## src/page_pool_free_queue_allocator_defines.svh

```systemverilog
// ----------------------------------------------------------------------------
// Page pool allocator assertion macros
// Shared property forms used by the RTL files of the page pool allocator.
// ----------------------------------------------------------------------------
`ifndef PAGE_POOL_FREE_QUEUE_ALLOCATOR_DEFINES_SVH
`define PAGE_POOL_FREE_QUEUE_ALLOCATOR_DEFINES_SVH

// Consequent must hold in the same cycle as the antecedent.
`define PPFQ_ASSERT_NOW(lbl, ant, cons, msg) \
    lbl: assert property (@(posedge clk) disable iff (!rst_n) (ant) |-> (cons)) \
        else $error(msg);

// Consequent must hold in the cycle after the antecedent.
`define PPFQ_ASSERT_NEXT(lbl, ant, cons, msg) \
    lbl: assert property (@(posedge clk) disable iff (!rst_n) (ant) |=> (cons)) \
        else $error(msg);

`endif

```

## src/ppfq_pkg.sv

```systemverilog
// ----------------------------------------------------------------------------
// Page pool allocator package
// Widths, codes and shared types of the page pool allocator.
// ----------------------------------------------------------------------------
`default_nettype none

package ppfq_pkg;

    localparam int MAX_PAGES = 1024;
    localparam int PTR_W     = $clog2(MAX_PAGES);
    localparam int CNT_W     = PTR_W + 1;
    localparam int ADDR_W    = 48;
    localparam int PSIZE_W   = 31;
    localparam int THR_W     = 16;
    localparam int REM_W     = PSIZE_W;
    localparam int DCNT_W    = $clog2(ADDR_W + 1);
    localparam int MUL_A_W   = PSIZE_W;
    localparam int MUL_B_W   = THR_W;
    localparam int PROD_W    = MUL_A_W + MUL_B_W;
    localparam int CFG_IDX_W = 3;
    localparam int IN_DATA_W  = 56;
    localparam int OUT_DATA_W = 80;

    localparam logic [CFG_IDX_W-1:0] REG_FIRST_ADDR = 3'd0;
    localparam logic [CFG_IDX_W-1:0] REG_PAGE_SIZE  = 3'd1;
    localparam logic [CFG_IDX_W-1:0] REG_NUM_PAGES  = 3'd2;
    localparam logic [CFG_IDX_W-1:0] REG_HIGH_THR   = 3'd3;
    localparam logic [CFG_IDX_W-1:0] REG_OK_THR     = 3'd4;

    localparam logic [1:0] MODE_GET     = 2'd0;
    localparam logic [1:0] MODE_RELEASE = 2'd1;
    localparam logic [1:0] MODE_SET     = 2'd2;

    localparam logic [1:0] STATUS_OK      = 2'd0;
    localparam logic [1:0] STATUS_EMPTY   = 2'd1;
    localparam logic [1:0] STATUS_BADADDR = 2'd2;
    localparam logic [1:0] STATUS_QFULL   = 2'd3;

    localparam logic [1:0] LVL_NORMAL = 2'd0;
    localparam logic [1:0] LVL_HIGH   = 2'd1;
    localparam logic [1:0] LVL_FULL   = 2'd2;

    localparam logic [1:0] EV_NONE      = 2'd0;
    localparam logic [1:0] EV_FULL      = 2'd1;
    localparam logic [1:0] EV_HIGH      = 2'd2;
    localparam logic [1:0] EV_NORMAL    = 2'd3;

    localparam logic [ADDR_W-1:0]  RST_FIRST_ADDR = '0;
    localparam logic [PSIZE_W-1:0] RST_PAGE_SIZE  = 31'd4096;
    localparam logic [CNT_W-1:0]   RST_NUM_PAGES  = CNT_W'(MAX_PAGES);
    localparam logic [THR_W-1:0]   RST_HIGH_THR   = 16'd58982;
    localparam logic [THR_W-1:0]   RST_OK_THR     = 16'd32768;

    typedef struct packed {
        logic              done;
        logic              rem_zero;
        logic [ADDR_W-1:0] quotient;
    } div_res_t;

endpackage

`default_nettype wire

```

## src/ppfq_div.sv

```systemverilog
// ----------------------------------------------------------------------------
// Page pool address divider
// Restoring shift-subtract divider, one quotient bit per cycle.
// ----------------------------------------------------------------------------
`default_nettype none
`include "page_pool_free_queue_allocator_defines.svh"

module ppfq_div (
    input  wire logic                         clk,
    input  wire logic                         rst_n,
    input  wire logic                         start,
    input  wire logic [ppfq_pkg::ADDR_W-1:0]  dividend,
    input  wire logic [ppfq_pkg::PSIZE_W-1:0] divisor,
    output ppfq_pkg::div_res_t                res
);

    logic                          busy_reg, busy_next;
    logic                          done_reg, done_next;
    logic [ppfq_pkg::DCNT_W-1:0]   cnt_reg, cnt_next;
    logic [ppfq_pkg::ADDR_W-1:0]   dvd_reg, dvd_next;
    logic [ppfq_pkg::ADDR_W-1:0]   quo_reg, quo_next;
    logic [ppfq_pkg::REM_W-1:0]    rem_reg, rem_next;
    logic [ppfq_pkg::PSIZE_W-1:0]  dsr_reg, dsr_next;
    logic [ppfq_pkg::REM_W:0]      trial;
    logic [ppfq_pkg::REM_W:0]      diff;

    always_comb
    begin
        trial = {rem_reg, dvd_reg[ppfq_pkg::ADDR_W-1]};
        diff  = trial - {1'b0, dsr_reg};
        busy_next = busy_reg;
        done_next = 1'b0;
        cnt_next  = cnt_reg;
        dvd_next  = dvd_reg;
        quo_next  = quo_reg;
        rem_next  = rem_reg;
        dsr_next  = dsr_reg;
        if (start)
        begin
            busy_next = 1'b1;
            cnt_next  = ppfq_pkg::DCNT_W'(ppfq_pkg::ADDR_W);
            dvd_next  = dividend;
            quo_next  = '0;
            rem_next  = '0;
            dsr_next  = divisor;
        end
        else if (busy_reg)
        begin
            dvd_next = {dvd_reg[ppfq_pkg::ADDR_W-2:0], 1'b0};
            if (!diff[ppfq_pkg::REM_W])
            begin
                rem_next = diff[ppfq_pkg::REM_W-1:0];
                quo_next = {quo_reg[ppfq_pkg::ADDR_W-2:0], 1'b1};
            end
            else
            begin
                rem_next = trial[ppfq_pkg::REM_W-1:0];
                quo_next = {quo_reg[ppfq_pkg::ADDR_W-2:0], 1'b0};
            end
            cnt_next = cnt_reg - 1'b1;
            if (cnt_reg == ppfq_pkg::DCNT_W'(1))
            begin
                busy_next = 1'b0;
                done_next = 1'b1;
            end
        end
    end

    always_ff @(posedge clk or negedge rst_n)
    begin
        if (!rst_n)
        begin
            busy_reg <= 1'b0;
            done_reg <= 1'b0;
            cnt_reg  <= '0;
        end
        else
        begin
            busy_reg <= busy_next;
            done_reg <= done_next;
            cnt_reg  <= cnt_next;
        end
    end

    always_ff @(posedge clk)
    begin
        dvd_reg <= dvd_next;
        quo_reg <= quo_next;
        rem_reg <= rem_next;
        dsr_reg <= dsr_next;
    end

    assign res = {done_reg, (rem_reg == '0), quo_reg};

    `PPFQ_ASSERT_NEXT(a_div_done_pulse, done_reg, !done_reg, "divider done held")
    `PPFQ_ASSERT_NEXT(a_div_start_busy, start, busy_reg, "divider did not start")
    `PPFQ_ASSERT_NOW(a_div_cnt_live, busy_reg, cnt_reg != '0, "divider count ran out")

endmodule

`default_nettype wire

```

## config.mk

```make
export PLATFORM = sky130hd
export DESIGN_NAME = ppfq_div
export DESIGN_NICKNAME = d
export VERILOG_FILES = /design/src/ppfq_pkg.sv /design/src/ppfq_div.sv
export VERILOG_INCLUDE_DIRS = /design/src /design/src/src
export SDC_FILE = /design/constraint.sdc
export NUM_CORES = 1
export LEC_CHECK = 0
export BUFFER_PORTS_ARGS = -buffer_cell sky130_fd_sc_hd__buf_2
export CAP_MARGIN = 20
export CORE_UTILIZATION = 33
export DETAILED_ROUTE_END_ITERATION = 10
export PLACE_DENSITY_LB_ADDON = 0.25
export SYNTH_ARGS = -nofsm -noshare
export SYNTH_HDL_FRONTEND = slang
export SYNTH_SLANG_ARGS = --single-unit
export TNS_END_PERCENT = 1
```

## constraint.sdc

```tcl
create_clock -name clk -period 3.5 [get_ports clk]
set_input_delay 1.05 -clock clk [delete_from_list [all_inputs] [get_ports clk]]
set_output_delay 1.05 -clock clk [all_outputs]
set_load 0.005 [all_outputs]
```

* Word level (Yosys, flattened, before mapping)
Index checks and enable logic that the tools add are counted.
** Storage, ports and cells
- Input bits :: 82
- Flip-flop bits (word level) :: 166
- Logic and storage cells :: 24
** Cells by class
- Reductions and logical operators :: 2
- Mux-type cells :: 12
- Equal/unequal tests :: 1
- Add/sub/neg operators :: 2
** Operators by type and width (number)
- $mux 48 :: 2
- $sub 32x31->32 :: 1
- $logic_not 31->1 :: 1
- $mux 31 :: 1
- $mux 6 :: 2
- $mux 1 :: 7
- $eq 6x1->1 const B :: 1
- $sub 6x1->6 const B :: 1
- $reduce_bool 2->1 :: 1

* Logic depth before layout (Yosys ltp)
- Word-level depth :: 4
- Gate-level depth with buffers :: 13
- Mapped depth without buffers :: 13

* Worst setup path after synthesis
Ideal clock, no wire load.
- Path type :: input -> register
- Start :: input start
- End :: register dvd_reg[0] (netlist bit) (enable)
- Library setup time :: 0.402 ns
- Setup slack :: 0.752 ns
- Required time :: 3.098 ns
- Cell stages on the path :: 3
- Arrival time :: 2.346 ns
- Buffers on the path :: 1
- Path through :: clkbuf_1 -> nor2_1 -> inv_1
** On the way
- Longest elaborated chain between the ends :: 1
** Ends and longest elaborated chain
- start: declaration :: RTL line ppfq_div.sv:11 : input wire logic start,
- $reduce_bool 2->1 (no source line)
- end signal: assignment :: RTL line ppfq_div.sv:87 : dvd_reg <= dvd_next;
- end: declaration :: RTL line ppfq_div.sv:20 : logic [ppfq_pkg::ADDR_W-1:0] dvd_reg, dvd_next;
Every way passes these cells.
A chain may end at the register's enable or synchronous reset.

* Final worst setup path
- Start :: register dsr_reg[2] (netlist bit)
- End :: register rem_reg[1] (netlist bit)
** On the way
- Longest elaborated chain between the ends :: 2
** Ends and longest elaborated chain
- start: declaration :: RTL line ppfq_div.sv:23 : logic [ppfq_pkg::PSIZE_W-1:0] dsr_reg, dsr_next;
- start signal: assignment :: RTL line ppfq_div.sv:90 : dsr_reg <= dsr_next;
- $sub 32x31->32 :: RTL line ppfq_div.sv:30 : diff = trial - {1'b0, dsr_reg};
- $mux 31 :: RTL line ppfq_div.sv:50 : if (!diff[ppfq_pkg::REM_W])
- end signal: assignment :: RTL line ppfq_div.sv:89 : rem_reg <= rem_next;
- end: declaration :: RTL line ppfq_div.sv:22 : logic [ppfq_pkg::REM_W-1:0] rem_reg, rem_next;
Every way passes these cells.

==> impl_metrics.py <==
metrics = {
    "timing": {
        "maxSlewViolCount": 0,
        "rsz0062_at_grt": "false",
        "clock.fmax_mhz": 318,
        "finalSetupTns_ns": 0,
        "setup_viol": 0,
        "hold_viol": 0,
        "fin_skew_ns": 0.0129,
        "period_minus_slack_ns": 3.14,
        "period_share_pct": 89.9,
        "worst_pin_slew_ns": 0.748,
        "slew_headroom_pct": 50.1,
    },
    "floorplanning": {
        "die_x_um": 158,
        "rows": 56,
        "io_pins": 132,
        "placeableCoreArea_sq_mm": 0.0238,
        "die_area_sq_mm": 0.0251,
        "start_util_pct": 34.0,
        "die_h_um": 158,
    },
    "clock_tree": {
        "cts_tree": "yes",
        "clk_pin_slew_worst_paths_ns": 0.08,
        "cts_setup_buffers": 0,
        "clockBufferDepth": 2,
        "htreeDepth": 4,
        "cts_buffers": 17,
        "cts_hold_buf": 0,
        "cts_resized": 0,
        "root_buffer": "clkbuf_16",
        "clk_latency_ns": 0.44,
        "cts.sinks": 166,
    },
    "place": {
        "place_hpwl_mm": 12.0,
        "placed_cells": 1147,
        "gp_routability_congestion": 0.858,
        "placed_area_sq_mm": 0.00905,
        "numPortBuffers": 131,
    },
    "power_and_ir_drop": {
        "p_total_mw": 6.86,
        "p_leak_nw": 4.42,
        "ir_drop_mv": 0.302,
        "pwr_density_cell_mw_per_mm2": 708,
    },
    "synthesis": {
        "syn_inst": 728,
        "ys_warn_count": 0,
        "synth_ff_type": "edfxtp_1",
        "synth.net_count": 844,
        "async_flop_share_pct": 4.82,
        "synth_area_sq_mm": 0.00807,
        "yosysMostFrequentCell": "nor2_1",
        "post_synth.cell_area_avg_sq_um": 11.1,
        "synth_cell_types": 60,
        "synthTopCellsByCount": "96 x nor2_1, 79 x dfxtp_1, 79 x edfxtp_1, 71 x mux2i_1, 47 x mux2_2",
        "synth.top_cell.area_share_pct": 29.4,
        "synthTopCellsByArea": "edfxtp_1 29%, dfxtp_1 20%, mux2i_1 8.8%",
        "ys_seq_elements": 166,
        "synth_top_cell_by_area": "edfxtp_1",
        "synth_edf_count": 79,
        "ys_seq_area_share_pct": 51.5,
    },
    "worst_hold_path": {
        "hp-class": "primary input to async pin",
    },
    "job": {
        "timing.max_cap.violations": 0,
    },
    "setup_path": {
        "critPathMaxStageDelay_ns": 0.54,
        "worstPathArrival_ns": 3.43,
        "worst_setup_path_start_kind": "register",
        "critical_path_required_ns": 3.79,
        "worst-path-buf-inv": 2,
        "crit_chain": "inv_1, ha_1, nand3b_1, nand2_1, a211oi_2, o41ai_4, a21oi_2, o31ai_4, xor2_4, buf_4, mux2i_1, a211oi_1",
        "endpoint_kind": "register",
        "worst_path_max_delay_cell": "o41ai_4",
        "crit_path_max_fanout": 14,
        "critPathKind": "register to register",
        "critical_path.top_delay_family": "compound AO/OA/AOI/OAI gates",
    },
    "cells_and_area": {
        "multiInputGateArea_sq_mm": 0.00361,
        "antenna_cells": 0,
        "seqCellArea_sq_mm": 0.00416,
        "stdcell_area_sq_mm": 0.00969,
        "stdcell_count": 1179,
        "layout.nets": 963,
        "n_fill_cell": 2327,
        "area_delta_synth_final_pct": 20.1,
        "layout-drive-gt1-share_pct": 27.0,
    },
    "global_routing": {
        "antenna_found_initial": 1,
        "grt_pass1_vias": 5637,
        "grt_max_degree": 85,
        "grt_first_pass_wirelength_mm": 28.5,
        "grt_use_total_pct": 14.7,
        "gr-total-overflow": 0,
    },
    "status": {
        "status": "finished, final reports clean",
    },
    "route": {
        "antenna_left": 0,
        "post-route-drc-count": 0,
        "routed_wl_mm": 17.6,
        "route.detailed.wl_per_inst_um": 14.9,
        "vias": 5684,
        "vias_per_cell": 4.82,
        "drtIter0Drc": 241,
        "first_pass_iters": 4,
    },
}
-- layout by cell type, fill, tap and decap left out, drive strengths merged, types with 3 or more instances in the layout --
| cell type | instances |
|---|---|
| buf | 138 |
| nor2 | 97 |
| edfxtp | 79 |
| dfxtp | 79 |
| mux2i | 71 |
| mux2 | 47 |
| inv | 46 |
| a211oi | 34 |
| ha | 33 |
| a21oi | 32 |
| nand2 | 31 |
| xnor2 | 19 |
| clkbuf | 17 |
| xor2 | 11 |
| o21ai | 11 |
| clkinv | 10 |
| nor4 | 9 |
| nor3 | 9 |
| nand3 | 9 |
| dfrtp | 8 |
| nand4 | 7 |
| o211ai | 5 |
| o21bai | 5 |
| and2 | 4 |
| nand2b | 3 |
| a21o | 3 |
| and3 | 3 |
| a31oi | 3 |
| o21a | 3 |
| a21boi | 3 |
| nor2b | 3 |
| o31ai | 3 |
-- metrics by stage --
stage	util [%]	hold slack, ns	worst slack, ns
detailed placement	38.1	0.480	0.258
floorplan	-	0.482	0.752
global route	40.8	0.437	0.0627
CTS	40.8	0.419	0.222
finish	40.8	0.441	0.355
global placement	38.1	0.471	0.293
-- final timing paths --
| kind | from | to | slack [ns] | depth (start not counted) |
|---|---|---|---|---|
| max | dsr_reg[2] | rem_reg[1] | 0.36 | 12 |
| min reg2reg | quo_reg[47] | quo_reg[47] | 0.50 | 2 |
| max in group asynchronous | rst_n | busy_reg | 2.87 | 1 |
| min | rst_n | cnt_reg[4] | 0.44 | 1 |
| min in group clk | quo_reg[47] | quo_reg[47] | 0.50 | 2 |
| max reg2reg | dsr_reg[2] | rem_reg[1] | 0.36 | 12 |
-- layout make-up --
| class | count | area share [%] |
|---|---|---|
| sequential | 166 | 42.9 |
| multi-input combinational | 482 | 37.3 |
| timing repair buffer | 138 | 7.63 |
| clock buffer | 17 | 4.39 |
| tap | 319 | 4.12 |
| clock inverter | 15 | 2.07 |
| inverter | 42 | 1.63 |
-- cell families after synthesis --
group | Yosys count | share of synthesized area [%]
AND/OR/NAND/NOR | 184 | 10.2
flip-flops | 166 | 51.5
multiplexers | 118 | 15.4
AO/OA/AOI/OAI | 116 | 10.2
buffers and inverters | 80 | 4.02
adder cells (fa/ha/maj) | 34 | 5.37
XOR/XNOR | 30 | 3.35
-- metal layers --
metal	global-route usage [%]	up-vias	share of wire (%)	wire [um]
met4	4.95	2	1.3	230
met1	18.5	2667	47	8340
met5	0	-	0.062	11
met3	5.44	20	7.1	1250
met2	23.2	131	44	7800
li1	-	2864	-	-
-- report_power, final --
part | switching (mW) | internal (mW)
Clock | 0.949 | 0.979
Sequential | 0.243 | 2.31
Combinational | 1.29 | 1.08
-- worst reg2reg max path, delay by kind of cell, from the launching register on --
kind                     cells  cell delay (ns)
AO/OA/AOI/OAI                5             1.22
XOR/XNOR                     1             0.29
adder cells (fa/ha/maj)      1             0.33
buffers and inverters        2             0.33
flip-flops                   1             0.33
multiplexers                 1             0.23
AND/OR/NAND/NOR              2             0.27
(Power assumes the default switching activity.)
